--- src/hdl/clg_pkg.sv ---
// Shared constants, command/status types and helpers for the Coleman-Liau grader.
`timescale 1ns / 1ps

package clg_pkg;

   localparam int COUNT_WIDTH = 16;
   localparam int FIELD_WIDTH = 16;
   // 2960 < 2**12, so each scaled count fits COUNT_WIDTH + 12 bits
   localparam int PROD_WIDTH  = COUNT_WIDTH + 12;
   // signed numerator, and room for the shifted divisor in the divider
   localparam int NUM_WIDTH   = COUNT_WIDTH + 14;
   localparam int QUOT_BITS   = 5;
   localparam int STEP_WIDTH  = $clog2(QUOT_BITS);

   localparam logic [COUNT_WIDTH-1:0] COUNT_MAX = '1;
   localparam logic [FIELD_WIDTH-1:0] FIELD_MAX = '1;

   localparam int COEF_LETTER   = 588;
   localparam int COEF_SENTENCE = 2960;
   localparam int COEF_WORD     = 1580;
   localparam int COEF_DEN      = 100;

   localparam logic [1:0] CLASS_LOW  = 2'd0;
   localparam logic [1:0] CLASS_MID  = 2'd1;
   localparam logic [1:0] CLASS_HIGH = 2'd2;

   localparam logic [4:0] GRADE_MAX = 5'd16;

   typedef struct packed {
      logic count_en;
      logic load_prod;
      logic load_num;
      logic load_div;
      logic ovf_check;
      logic div_step;
      logic out_load;
   } clg_cmd_type;

   typedef struct packed {
      logic out_free;
   } clg_status_type;

   function automatic logic [COUNT_WIDTH-1:0] sat_inc(input logic [COUNT_WIDTH-1:0] v);
      return (v == COUNT_MAX) ? COUNT_MAX : v + 1'b1;
   endfunction

   function automatic logic [FIELD_WIDTH-1:0] clamp_field(input logic [COUNT_WIDTH-1:0] v);
      logic [31:0] wide;
      wide = 32'(v);
      return (wide > 32'(FIELD_MAX)) ? FIELD_MAX : wide[FIELD_WIDTH-1:0];
   endfunction

endpackage

--- src/hdl/clg_if.sv ---
// Valid/ready channel interfaces for text input and grade results.
`timescale 1ns / 1ps

interface clg_req_if;
   logic       valid;
   logic       ready;
   logic [7:0] text_byte;
   logic       last_byte;

   modport source (output valid, output text_byte, output last_byte, input ready);
   modport sink   (input valid, input text_byte, input last_byte, output ready);
endinterface

interface clg_rsp_if;
   logic        valid;
   logic        ready;
   logic [1:0]  grade_class;
   logic [4:0]  grade;
   logic [15:0] letter_total;
   logic [15:0] word_total;
   logic [15:0] sentence_total;

   modport source (output valid, output grade_class, output grade, output letter_total,
                   output word_total, output sentence_total, input ready);
   modport sink   (input valid, input grade_class, input grade, input letter_total,
                   input word_total, input sentence_total, output ready);
endinterface

--- src/hdl/coleman_liau_text_grader_unit.sv ---
// Top level of the Coleman-Liau readability grader.
//
//  channel   dir  modport  beat contents
//  req_bus   in   sink     text_byte[7:0], last_byte
//  rsp_bus   out  source   grade_class[1:0], grade[4:0], letter/word/sentence totals
//
// Bytes without the last flag are taken one per cycle.
// A last byte starts the index sequence: multiply, subtract, prepare, range
// check and 5 divider steps, then the result load, all with req_ready low;
// a stalled rsp beat holds the sequence in the load step.
// A waiting result does not block the next text: the result register parts them.
// Reset is synchronous, active high; it clears counters, sequencer and rsp valid.
`timescale 1ns / 1ps

module coleman_liau_text_grader_unit import clg_pkg::*; (
   input  logic      clock,
   input  logic      reset,
   clg_req_if.sink   req_bus,
   clg_rsp_if.source rsp_bus
);

   clg_cmd_type    cmd;
   clg_status_type status;
   logic           ctl_ready;

   assign req_bus.ready = ctl_ready;

   // sequencer
   clg_ctrl u_ctrl (
      .clock     (clock),
      .reset     (reset),
      .req_valid (req_bus.valid),
      .req_last  (req_bus.last_byte),
      .req_ready (ctl_ready),
      .cmd       (cmd),
      .status    (status)
   );

   // counters, arithmetic and result register
   clg_datapath u_datapath (
      .clock     (clock),
      .reset     (reset),
      .cmd       (cmd),
      .status    (status),
      .text_byte (req_bus.text_byte),
      .rsp       (rsp_bus)
   );

   // the last byte always takes the block off the input side
   a_busy_after_last: assert property (@(posedge clock) disable iff (reset)
      (req_bus.valid && req_bus.ready && req_bus.last_byte) |=> !req_bus.ready)
      else $error("input accepted during index computation");

   a_mid_grade: assert property (@(posedge clock) disable iff (reset)
      (rsp_bus.valid && rsp_bus.grade_class == CLASS_MID) |->
         (rsp_bus.grade != 5'd0 && rsp_bus.grade <= GRADE_MAX))
      else $error("grade out of range for middle class");

   a_low_grade: assert property (@(posedge clock) disable iff (reset)
      (rsp_bus.valid && rsp_bus.grade_class == CLASS_LOW) |-> rsp_bus.grade == 5'd0)
      else $error("nonzero grade in low class");

   a_words: assert property (@(posedge clock) disable iff (reset)
      rsp_bus.valid |-> rsp_bus.word_total != 16'd0)
      else $error("word total of zero");

endmodule

--- src/hdl/clg_ctrl.sv ---
// Sequencer: counting phase, then the end-of-text index computation.
`timescale 1ns / 1ps

module clg_ctrl import clg_pkg::*; (
   input  logic           clock,
   input  logic           reset,
   input  logic           req_valid,
   input  logic           req_last,
   output logic           req_ready,
   output clg_cmd_type    cmd,
   input  clg_status_type status
);

   localparam logic [2:0] ST_IDLE = 3'd0;
   localparam logic [2:0] ST_MUL  = 3'd1;
   localparam logic [2:0] ST_SUB  = 3'd2;
   localparam logic [2:0] ST_PREP = 3'd3;
   localparam logic [2:0] ST_OVF  = 3'd4;
   localparam logic [2:0] ST_DIV  = 3'd5;
   localparam logic [2:0] ST_DONE = 3'd6;

   logic [2:0]            state_ff, state_in;
   logic [STEP_WIDTH-1:0] step_ff, step_in;
   logic                  accept;

   assign req_ready = (state_ff == ST_IDLE);
   assign accept    = req_valid && req_ready;

   always_comb begin
      state_in = state_ff;
      step_in  = step_ff;
      cmd      = '0;
      cmd.count_en = accept;
      case (state_ff)
         ST_IDLE: begin
            if (accept && req_last) state_in = ST_MUL;
         end
         ST_MUL: begin
            cmd.load_prod = 1'b1;
            state_in      = ST_SUB;
         end
         ST_SUB: begin
            cmd.load_num = 1'b1;
            state_in     = ST_PREP;
         end
         ST_PREP: begin
            cmd.load_div = 1'b1;
            state_in     = ST_OVF;
         end
         ST_OVF: begin
            cmd.ovf_check = 1'b1;
            step_in       = '0;
            state_in      = ST_DIV;
         end
         ST_DIV: begin
            cmd.div_step = 1'b1;
            step_in      = step_ff + 1'b1;
            if (step_ff == STEP_WIDTH'(QUOT_BITS - 1)) state_in = ST_DONE;
         end
         ST_DONE: begin
            if (status.out_free) begin
               cmd.out_load = 1'b1;
               state_in     = ST_IDLE;
            end
         end
         default: state_in = ST_IDLE;
      endcase
   end

   always_ff @(posedge clock) begin
      if (reset) begin
         state_ff <= ST_IDLE;
         step_ff  <= '0;
      end else begin
         state_ff <= state_in;
         step_ff  <= step_in;
      end
   end

endmodule

--- src/hdl/clg_datapath.sv ---
// Counters, scaled sums, restoring divider and result register.
`timescale 1ns / 1ps

module clg_datapath import clg_pkg::*; (
   input  logic           clock,
   input  logic           reset,
   input  clg_cmd_type    cmd,
   output clg_status_type status,
   input  logic [7:0]     text_byte,
   clg_rsp_if.source      rsp
);

   logic [COUNT_WIDTH-1:0] letter_ff, letter_in;
   logic [COUNT_WIDTH-1:0] space_ff, space_in;
   logic [COUNT_WIDTH-1:0] sentence_ff, sentence_in;
   logic [COUNT_WIDTH-1:0] words_ff;
   logic [PROD_WIDTH-1:0]  p_letter_ff, p_sentence_ff, p_word_ff, den_ff;
   logic signed [NUM_WIDTH-1:0] num_ff;
   logic [NUM_WIDTH-1:0]   rem_ff, dsh_ff;
   logic [QUOT_BITS-1:0]   quot_ff;
   logic                   neg_ff, ovf_ff;
   logic                   valid_ff;
   logic [1:0]             class_ff, class_in;
   logic [4:0]             grade_ff, grade_in;
   logic [FIELD_WIDTH-1:0] letter_tot_ff, word_tot_ff, sentence_tot_ff;
   logic                   is_letter, is_space, is_mark, fits;

   assign is_letter = text_byte inside {[8'h41:8'h5A], [8'h61:8'h7A]};
   assign is_space  = text_byte inside {8'h20, [8'h09:8'h0D]};
   assign is_mark   = text_byte inside {8'h21, 8'h2E, 8'h3F};

   // classes are exclusive, so at most one counter moves per beat
   always_comb begin
      letter_in   = letter_ff;
      space_in    = space_ff;
      sentence_in = sentence_ff;
      if (cmd.out_load) begin
         letter_in   = '0;
         space_in    = '0;
         sentence_in = '0;
      end else if (cmd.count_en) begin
         if (is_letter)     letter_in   = sat_inc(letter_ff);
         else if (is_space) space_in    = sat_inc(space_ff);
         else if (is_mark)  sentence_in = sat_inc(sentence_ff);
      end
   end

   always_ff @(posedge clock) begin
      if (reset) begin
         letter_ff   <= '0;
         space_ff    <= '0;
         sentence_ff <= '0;
      end else begin
         letter_ff   <= letter_in;
         space_ff    <= space_in;
         sentence_ff <= sentence_in;
      end
   end

   // constant multiplies, one stage
   always_ff @(posedge clock) begin
      if (cmd.load_prod) begin
         p_letter_ff   <= PROD_WIDTH'(letter_ff) * PROD_WIDTH'(COEF_LETTER);
         p_sentence_ff <= PROD_WIDTH'(sentence_ff) * PROD_WIDTH'(COEF_SENTENCE);
         p_word_ff     <= PROD_WIDTH'(sat_inc(space_ff)) * PROD_WIDTH'(COEF_WORD);
         den_ff        <= PROD_WIDTH'(sat_inc(space_ff)) * PROD_WIDTH'(COEF_DEN);
         words_ff      <= sat_inc(space_ff);
      end
   end

   always_ff @(posedge clock) begin
      if (cmd.load_num) begin
         num_ff <= $signed(NUM_WIDTH'(p_letter_ff)) - $signed(NUM_WIDTH'(p_sentence_ff))
                 - $signed(NUM_WIDTH'(p_word_ff));
      end
   end

   // round half away: q = (2 num + den) / (2 den); a negative index is class 0 anyway
   always_ff @(posedge clock) begin
      if (cmd.load_div) begin
         neg_ff  <= num_ff[NUM_WIDTH-1];
         rem_ff  <= (NUM_WIDTH'($unsigned(num_ff)) << 1) + NUM_WIDTH'(den_ff);
         dsh_ff  <= NUM_WIDTH'(den_ff) << QUOT_BITS;
         quot_ff <= '0;
      end else if (cmd.ovf_check) begin
         ovf_ff <= (rem_ff >= (dsh_ff << 1));
      end else if (cmd.div_step) begin
         if (rem_ff >= dsh_ff) begin
            rem_ff  <= rem_ff - dsh_ff;
            quot_ff <= {quot_ff[QUOT_BITS-2:0], 1'b1};
         end else begin
            quot_ff <= {quot_ff[QUOT_BITS-2:0], 1'b0};
         end
         dsh_ff <= dsh_ff >> 1;
      end
   end

   assign fits = (5'(quot_ff) <= GRADE_MAX);

   always_comb begin
      if (neg_ff || quot_ff == '0) begin
         class_in = CLASS_LOW;
         grade_in = '0;
      end else if (ovf_ff || !fits) begin
         class_in = CLASS_HIGH;
         grade_in = GRADE_MAX;
      end else begin
         class_in = CLASS_MID;
         grade_in = 5'(quot_ff);
      end
   end

   always_ff @(posedge clock) begin
      if (cmd.out_load) begin
         class_ff        <= class_in;
         grade_ff        <= grade_in;
         letter_tot_ff   <= clamp_field(letter_ff);
         word_tot_ff     <= clamp_field(words_ff);
         sentence_tot_ff <= clamp_field(sentence_ff);
      end
   end

   always_ff @(posedge clock) begin
      if (reset)             valid_ff <= 1'b0;
      else if (cmd.out_load) valid_ff <= 1'b1;
      else if (rsp.ready)    valid_ff <= 1'b0;
   end

   assign status.out_free    = !valid_ff || rsp.ready;
   assign rsp.valid          = valid_ff;
   assign rsp.grade_class    = class_ff;
   assign rsp.grade          = grade_ff;
   assign rsp.letter_total   = letter_tot_ff;
   assign rsp.word_total     = word_tot_ff;
   assign rsp.sentence_total = sentence_tot_ff;

endmodule
--- src/flat_wrapper.sv ---
// flat-port wrapper written by rule: the top's interface ports become plain ports
module coleman_liau_text_grader_unit_flat import clg_pkg::*;
  (clock, reset, req_bus_valid, req_bus_text_byte, req_bus_last_byte, req_bus_ready, rsp_bus_valid, rsp_bus_grade_class, rsp_bus_grade, rsp_bus_letter_total, rsp_bus_word_total, rsp_bus_sentence_total, rsp_bus_ready);
  clg_req_if req_bus_i ();
  clg_rsp_if rsp_bus_i ();
  input  logic clock;
  input  logic reset;
  input wire logic [$bits(req_bus_i.valid)-1:0] req_bus_valid;
  input wire logic [$bits(req_bus_i.text_byte)-1:0] req_bus_text_byte;
  input wire logic [$bits(req_bus_i.last_byte)-1:0] req_bus_last_byte;
  output wire logic [$bits(req_bus_i.ready)-1:0] req_bus_ready;
  output wire logic [$bits(rsp_bus_i.valid)-1:0] rsp_bus_valid;
  output wire logic [$bits(rsp_bus_i.grade_class)-1:0] rsp_bus_grade_class;
  output wire logic [$bits(rsp_bus_i.grade)-1:0] rsp_bus_grade;
  output wire logic [$bits(rsp_bus_i.letter_total)-1:0] rsp_bus_letter_total;
  output wire logic [$bits(rsp_bus_i.word_total)-1:0] rsp_bus_word_total;
  output wire logic [$bits(rsp_bus_i.sentence_total)-1:0] rsp_bus_sentence_total;
  input wire logic [$bits(rsp_bus_i.ready)-1:0] rsp_bus_ready;
  assign req_bus_i.valid = req_bus_valid;
  assign req_bus_i.text_byte = req_bus_text_byte;
  assign req_bus_i.last_byte = req_bus_last_byte;
  assign req_bus_ready = req_bus_i.ready;
  assign rsp_bus_valid = rsp_bus_i.valid;
  assign rsp_bus_grade_class = rsp_bus_i.grade_class;
  assign rsp_bus_grade = rsp_bus_i.grade;
  assign rsp_bus_letter_total = rsp_bus_i.letter_total;
  assign rsp_bus_word_total = rsp_bus_i.word_total;
  assign rsp_bus_sentence_total = rsp_bus_i.sentence_total;
  assign rsp_bus_i.ready = rsp_bus_ready;
  coleman_liau_text_grader_unit u_core (.clock(clock), .reset(reset), .req_bus(req_bus_i), .rsp_bus(rsp_bus_i));
endmodule
--- config.mk ---
export PLATFORM = sky130hd
export DESIGN_NAME = coleman_liau_text_grader_unit_flat
export DESIGN_NICKNAME = d
export VERILOG_FILES = /design/src/hdl/clg_pkg.sv /design/src/hdl/clg_if.sv /design/src/hdl/coleman_liau_text_grader_unit.sv /design/src/hdl/clg_ctrl.sv /design/src/hdl/clg_datapath.sv /design/src/flat_wrapper.sv
export SDC_FILE = /design/constraint.sdc
export NUM_CORES = 1
export LEC_CHECK = 0
export BUFFER_PORTS_ARGS = -buffer_cell sky130_fd_sc_hd__buf_2
export CORE_ASPECT_RATIO = 0.5
export CORE_MARGIN = 3
export CORE_UTILIZATION = 41
export CTS_CLUSTER_DIAMETER = 80
export DETAILED_ROUTE_END_ITERATION = 6
export MAX_ROUTING_LAYER = met4
export SETUP_SLACK_MARGIN = 0.2
export SLEW_MARGIN = 40
export SYNTH_ARGS = -nofsm -noshare
export SYNTH_HDL_FRONTEND = slang
export SYNTH_SLANG_ARGS = --single-unit
--- constraint.sdc ---
create_clock -name clock -period 10.4 [get_ports clock]
set_input_delay 0 -clock clock [delete_from_list [all_inputs] [get_ports clock]]
set_output_delay 0 -clock clock [all_outputs]
set_load 0.1 [all_outputs]
==> impl_results.md, run 1 <==
- Sequential share of power: 0.447
- Yosys cell types: 75
- Vias in the first global route: around 17k
- Core Rows: between 60 and 70
- Post-CTS sizing: 0
- Max Cap Viol: 0
- Total CTS buffers: 34
- Ys flop type: edfxtp_1
- Lkg Pwr: approximately 13 nW
- Fin. Hold Viols: 0
- Count of flip-flops with a built-in enable after synthesis: between 200 and 250
- Ant. Diodes: 0
- Grt ovf: 0
- Critical path class: register to register
- Multi-input logic area: about 14,000 um2
- Wire per inst: ~16 um
- Status: finished clean
- Starting Density: 0.4199
- Post-synth top cells: inv_1 (370), ha_1 (354), edfxtp_1 (245)
- Slew Viols, Final: 0
- Worst Hold Class: input pin to register
- Largest net degree at the start of global routing: 71
- Peak supply drop: between 0.0001 and 0.00015 V
- Global-route wire length before repair: between 80 and 90 mm
- Area contributors post-synth: edfxtp_1 (30%), ha_1 (18%), fa_1 (9.2%)
- Die height: between 150 and 200 um
- Setup TNS: 0 ns
- Core Area: between 50,000 and 60,000 um2
- # Post-CTS Setup Buffers: 0
- Clock Sinks: 310
- TritonRoute pass-1 iters: 5
- Root buf cell: clkbuf_16
- Syn Nets: around 2.9k
- HPWL after detailed placement: approximately 41 mm
- Maximum clock path buffer count: 3
- Total die area: 62,650 um2
- CP Capture Type: register
- Placed cell count: roughly 3.2k
- Final Non-Filler Cells: ~3.3k
- Worst slew margin: 0.4854
- Kind of start point of the critical path: register
- Fill cells: 5,405
- H-tree depth: 2
- Ys async rst share: 0
- Top-area cell type share of the netlist area: 0.3016
- Unrepaired setup endpoints after global routing: no
- Most frequent cell after synthesis: inv_1
- Syn-to-layout area delta: 10.44%
- Cell Area, Synth: 24,400 um2
- Routed wire length: approximately 53 mm
- Sequential area share after synthesis: 0.3549
- Internal power: 2.352 mW
- CP max FO: 14
- Net Sw Power: ~790 uW
- DRC viols: 0
- CTS tree: done
- Fin crit period: between 6 and 7 ns
- Tcrit/Tclk final: 0.6311
- Nets: 2,987
- Setup Viol. Count Final: 0
- Post-synthesis cell count: ~2.4k
- Max Fclk: approximately 150 MHz
- Via count: around 17k
- Worst skew pair latency: approximately 0.53 ns
- Antenna violations before repair: 0
- Worst-Margin Slew: between 0.7 and 0.8 ns
- Dominant cell type by area after synthesis: edfxtp_1
- Total GRT Usage: 0.1801
- Switch share: 0.2512
- Sequential cell area: ~8700 um2
- Yosys warns: 0
- #FFs+latches synth: 310
- # IOs: 70
- Clk_skew: a little over 0.02 ns
- DR iter-0 viols: roughly 1.1k
- Hold buffers post-CTS: 4
- Routability cong.: about 0.91
- Fraction of layout cells with a size suffix above 1: 0.06356
- IO buf count: between 60 and 70
- Worst-path clk slew: about 0.070 ns
- DIE WIDTH: ~350 um
- Post-Syn Area per Cell: 10.09 um2
- Crit path DAT: approximately 6.8 ns
- Clock power share: 0.414
- Combinational power share: 0.139
- Vias per inst: around 5.3
- Final ANT Viol Nets: 0
- Worst path required time: between 10 and 15 ns
- Power density over cell area: about 120 nW/um2
## sequential cells by signal, summed over array words and instances (netlist names), 2 cells and up
name                                  cells
u_core.u_ctrl.state_ff                    3
u_core.u_ctrl.step_ff                     3
u_core.u_datapath.den_ff                 18
u_core.u_datapath.dsh_ff                 29
u_core.u_datapath.letter_ff              16
u_core.u_datapath.num_ff                 28
u_core.u_datapath.p_letter_ff            24
u_core.u_datapath.p_sentence_ff          24
u_core.u_datapath.p_word_ff              24
u_core.u_datapath.quot_ff                 5
u_core.u_datapath.rem_ff                 30
u_core.u_datapath.rsp.grade               5
u_core.u_datapath.rsp.grade_class         2
u_core.u_datapath.rsp.letter_total       16
u_core.u_datapath.rsp.sentence_total     16
u_core.u_datapath.rsp.word_total         16
u_core.u_datapath.sentence_ff            16
u_core.u_datapath.space_ff               16
u_core.u_datapath.words_ff               16
## power by group through the flow
| stage | Combinational (mW) | Sequential, mW | Clock, mW |
|---|---|---|---|
| floorplan | 0.329 | 1.43 | 0 |
| global route | 0.492 | 1.41 | 1.39 |
| global placement | 0.426 | 1.43 | 0 |
| finish | 0.436 | 1.40 | 1.30 |
| detailed placement | 0.433 | 1.43 | 0 |
| CTS | 0.437 | 1.41 | 1.34 |
## metrics by stage
step | area, um2 | utilization | worst slack [ns] | power, mW | hold WS, ns
6_report | 26940 | 0.4637 | 3.837 | 3.140 | 0.08788
5_1_grt | 26940 | 0.4637 | 3.314 | 3.289 | 0.1144
3_3_place_gp | 25680 | 0.4419 | 4.081 | 1.858 | 0.2800
3_5_place_dp | 25700 | 0.4423 | 3.968 | 1.865 | 0.2832
4_1_cts | 26940 | 0.4637 | 3.914 | 3.179 | 0.05032
2_1_floorplan | 24400 | - | 1.343 | 1.760 | 0.06907
## final cells by class
type	instances	area share
multi-input combinational	1707	0.5290
sequential	310	0.3214
inverter	370	0.05155
clock buffer	52	0.04003
tap	768	0.03566
timing repair buffer	85	0.01783
clock inverter	9	0.004597
## worst max-delay path, stage by stage (launching register included)
cell and delay (ns):
dfxtp_1 0.40, ha_1 0.29, nand4_1 0.19, nor2_1 0.22
and3_1 0.22, nand4_1 0.51, nand2_1 0.49, ha_1 0.34
fa_1 0.53, inv_1 0.06, fa_1 0.50, fa_1 0.54
inv_1 0.04, ha_1 0.35, a21o_1 0.17, a21oi_1 0.14
nor2b_1 0.09, nor4_1 0.47, a211o_1 0.21, nand2_1 0.06
o41ai_1 0.36, xnor2_1 0.13
## path summary, 6_finish.rpt
| check | cells after the start | start | slack, ns | end |
|---|---|---|---|---|
| max | 21 | u_core.u_datapath.space_ff[0] | 3.84 | u_core.u_datapath.p_word_ff[26] |
| min | 4 | req_bus_text_byte[6] | 0.09 | u_core.u_datapath.letter_ff[0] |
| max reg2reg | 21 | u_core.u_datapath.space_ff[0] | 3.84 | u_core.u_datapath.p_word_ff[26] |
| min reg2reg | 0 | u_core.u_datapath.words_ff[12] | 0.42 | u_core.u_datapath.rsp.word_total[12] |
## metal layers
layer / up-vias / share of wire / global-route usage
met5: - / 0 / -
met2: 293 / 0.44 / 0.2802
met3: 67 / 0.048 / 0.03041
met4: 0 / 0.020 / 0.03854
met1: 8342 / 0.49 / 0.2474
li1: 8679 / - / -
## cells by family after synthesis
family | count (synthesis) | share of synthesized area
other | 1 | 0.0001537
multiplexers | 17 | 0.007026
AO/OA/AOI/OAI | 527 | 0.1381
AND/OR/NAND/NOR | 533 | 0.1063
adder cells (fa/ha/maj) | 466 | 0.2734
buffers and inverters | 400 | 0.06164
flip-flops | 310 | 0.3549
XOR/XNOR | 163 | 0.05852
## cells in the final DEF, fill, tap and decap left out, types with 16 or more instances in the layout
cell type	n
a21oi_1	172
mux2i_1	16
nand4_1	27
o21bai_1	18
nor3_1	38
o21a_1	33
edfxtp_1	245
fa_1	112
nor2b_1	21
inv_1	369
nor2_1	147
nand3_1	44
o21ai_1	20
and3_1	26
a21o_1	61
ha_1	354
a31oi_1	19
a211oi_1	20
xnor2_1	107
nand2b_1	30
dfxtp_1	65
nand2_1	128
o21ai_0	87
clkbuf_16	39
buf_2	70
xor2_1	56
(Power assumes the default switching activity.)
==> run 2, diff against run 1 <==
==> constraint.sdc (replaced) <==
create_clock -name clock -period 5.9 [get_ports clock]
set_input_delay 0 -clock clock [delete_from_list [all_inputs] [get_ports clock]]
set_output_delay 0 -clock clock [all_outputs]
set_load 0.1 [all_outputs]
==> impl_results.md, run 2 (synthesized netlist as in run 1, its figures left out) <==
- Status: finished clean (unchanged)
- Core Area: 58,100 um2 (unchanged)
- Total die area: 62,650 um2 (unchanged)
- Kind of start point of the critical path: register (unchanged)
- Total CTS buffers: 31 (was 34)
- Maximum clock path buffer count: 3 (unchanged)
- DIE WIDTH: 351.0 um (unchanged)
- Crit path buf inv count: 3 (was 2)
- Vias per inst: 5.221 (was 5.265)
- Lkg Pwr: 12.66 nW (was 12.59 nW)
- CP delay by family, top: adder cells (unchanged)
- Worst-Margin Slew: 0.7380 ns (was 0.7719 ns)
- CTS tree: done (unchanged)
- Final ANT Viol Nets: 0 (unchanged)
- Multi-input logic area: 14,500 um2 (was 14,250 um2)
- Core Rows: 62 (unchanged)
- CP max-delay cell: fa_1 (unchanged)
- Clock Sinks: 310 (unchanged)
- TritonRoute pass-1 iters: 5 (unchanged)
- Critical Path Most Common Cell: ha_1
- Unrepaired setup endpoints after global routing: yes (was no)
- CP max FO: 6 (was 14)
- Fin area: 27,210 um2 (was 26,940 um2)
- Fraction of layout cells with a size suffix above 1: 0.08888 (was 0.06356)
- Commonest non-fill, non-tap cell in the layout: inv_1 (unchanged)
- DR iter-0 viols: 1,069 (was 1,119)
- Sequential cell area: 8666 um2 (was 8658 um2)
- Worst-path clk slew: 0.07 ns (about the same)
- Setup Viol. Count Final: 0 (unchanged)
- Peak supply drop: 0.0002403 V (was 0.0001084 V)
- Top reg by flops: u_core.u_datapath.rem_ff (unchanged)
- # IOs: 70 (unchanged)
- Starting Density: 0.4199 (unchanged)
- FF-to-FF setup slack: 0.35 ns (was 3.84 ns)
- Worst skew pair latency: 0.59 ns (was 0.53 ns)
- Worst slew margin: 0.5080 (was 0.4854)
- DRC viols: 0 (unchanged)
- HPWL after detailed placement: 41.39 mm (was 41.43 mm)
- Setup TNS: 0 ns (unchanged)
- Fill cells: 5,382 (was 5,405)
- IO buf count: 69 (unchanged)
- Root buf cell: clkbuf_16 (unchanged)
- Clk_skew: 0.01842 ns (was 0.02040 ns)
- Fin. Hold Viols: 0 (unchanged)
- Fin crit period: 5.555 ns (was 6.563 ns)
- Total GRT Usage: 0.1803 (was 0.1801)
- Via count: 17.34k (was 17.38k)
- Max Fclk: 180.0 MHz (was 152.4 MHz)
- Max reg flops: 30 (unchanged)
- Wire per inst: 16.22 um (was 16.15 um)
- Crit path DAT: 5.89 ns (was 6.83 ns)
- Worst path required time: 6.24 ns (was 10.67 ns)
- Vias in the first global route: 17.19k (was 17.15k)
- Crit-path cells: and3_4 > nand4_1 > nor2_2 > and3_4 > nand4_1 > buf_6 > nand2_1 > ha_1 > ha_1 > inv_1 > fa_1 > fa_1 > inv_1 > ha_1 > a21boi_2 > o21ai_2 > a21oi_1 > a21oi_2 > a211o_1 > nand2_1 > o41ai_2 > xnor2_1 (was ha_1 > nand4_1 > nor2_1 > and3_1 > nand4_1 > nand2_1 > ha_1 > fa_1 > inv_1 > fa_1 > fa_1 > inv_1 > ha_1 > a21o_1 > a21oi_1 > nor2b_1 > nor4_1 > a211o_1 > nand2_1 > o41ai_1 > xnor2_1)
- Tcrit/Tclk final: 0.9415 (was 0.6311)
- Nets: 3,009 (was 2,987)
- Critical path class: register to register (unchanged)
- Critical Path Max Stage Delay: 0.55 ns (was 0.54 ns)
- Largest net degree at the start of global routing: 73 (was 71)
- Ant. Diodes: 0 (unchanged)
- Placed Area: 25,810 um2 (was 25,700 um2)
- Routability cong.: 0.8858 (was 0.9071)
- Antenna violations before repair: 0 (unchanged)
- Top flop regs: u_core.u_datapath.rem_ff x30, u_core.u_datapath.dsh_ff x29, u_core.u_datapath.num_ff x28 (unchanged)
- Slew Viols, Final: 0 (unchanged)
- Power density over cell area: 192.7 nW/um2 (was 116.6 nW/um2)
- Max Cap Viol: 0 (unchanged)
- Routed wire length: 53.88 mm (was 53.32 mm)
- Global-route wire length before repair: 88.87 mm (was 88.53 mm)
- Grt ovf: 0 (unchanged)
- Commonest cells after routing, fill and taps aside: inv_1 (368), ha_1 (347), edfxtp_1 (245) (was inv_1 (369), ha_1 (354), edfxtp_1 (245))
- Worst Hold Class: input pin to register (unchanged)
- Die height: 178.5 um (unchanged)
- H-tree depth: 1 (was 2)
- Syn-to-layout area delta: 11.55% (was 10.44%)
- CP Capture Type: register (unchanged)
-- run 2: cell count changes in the layout (fill, tap and decap cells not counted), sizes merged --
cell | previous run | this run
clkinv | 5 | 8
inv | 370 | 372
dlygate4sd3 | 4 | 6
buf | 81 | 104
bufinv | 3 | 1
clkbuf | 52 | 46
clkinvlp | 1 | 0
-- run 2: repair_timing --
action                                 CTS  global route
setup endpoints to repair                6            18
endpoints found under the hold margin   10             0
hold buffers                             6             0
pin swaps                                2            17
resized for setup                        7            51
buffers inserted                         3             6
-- run 2: worst paths after layout --
kind / start / end / depth (start not counted)
max: u_core.u_datapath.space_ff[3] / u_core.u_datapath.p_word_ff[26] / 22
min: req_bus_text_byte[5] / u_core.u_datapath.sentence_ff[1] / 4
max reg2reg: u_core.u_datapath.space_ff[3] / u_core.u_datapath.p_word_ff[26] / 22
min reg2reg: u_core.u_datapath.words_ff[7] / u_core.u_datapath.rsp.word_total[7] / 0
-- run 2: layout make-up --
| type | count | area share |
|---|---|---|
| tap | 768 | 0.03531 |
| clock buffer | 46 | 0.03388 |
| inverter | 370 | 0.05103 |
| sequential | 310 | 0.3184 |
| timing repair buffer | 110 | 0.02510 |
| clock inverter | 11 | 0.003356 |
| multi-input combinational | 1707 | 0.5329 |
-- run 2: metal layers --
| layer | vias up | wire length [um] | global-route usage |
|---|---|---|---|
| met5 | - | 0 | - |
| met4 | 0 | 1211 | 0.03714 |
| met3 | 67 | 2241 | 0.02947 |
| met2 | 224 | 23870 | 0.2828 |
| met1 | 8352 | 26560 | 0.2470 |
| li1 | 8701 | - | - |
-- run 2: worst register-to-register path, cell delays in order, from the launching register on --
cell      delay (ns)
dfxtp_2         0.36
and3_4          0.21
nand4_1         0.18
nor2_2          0.16
and3_4          0.20
nand4_1         0.26
buf_6           0.24
nand2_1         0.19
ha_1            0.34
ha_1            0.31
inv_1           0.05
fa_1            0.51
fa_1            0.55
inv_1           0.04
ha_1            0.32
a21boi_2        0.18
o21ai_2         0.22
a21oi_1         0.13
a21oi_2         0.21
a211o_1         0.15
nand2_1         0.07
o41ai_2         0.32
xnor2_1         0.11
-- run 2: where the power goes --
group	internal, mW	switching (mW)	total (mW)	leakage [nW]
combinational	0.308	0.463	0.772	9.33
sequential	2.44	0.0341	2.48	2.83
clock	1.12	0.877	2.00	0.504
total	3.87	1.37	5.25	12.7
-- run 2: metrics by stage --
step	worst slack [ns]	util	power [mW]	std cells	hold slack, ns
after floorplan	0.3989	-	3.094	2417	0.06907
after global placement	0.08006	0.4440	3.277	3249	0.2832
after detailed placement	-0.03409	0.4443	3.289	3250	0.2865
after CTS	0.2093	0.4636	5.303	3316	0.07621
after global routing	0.1057	0.4684	5.496	3322	0.1350
final	0.3453	0.4684	5.246	3322	0.1043
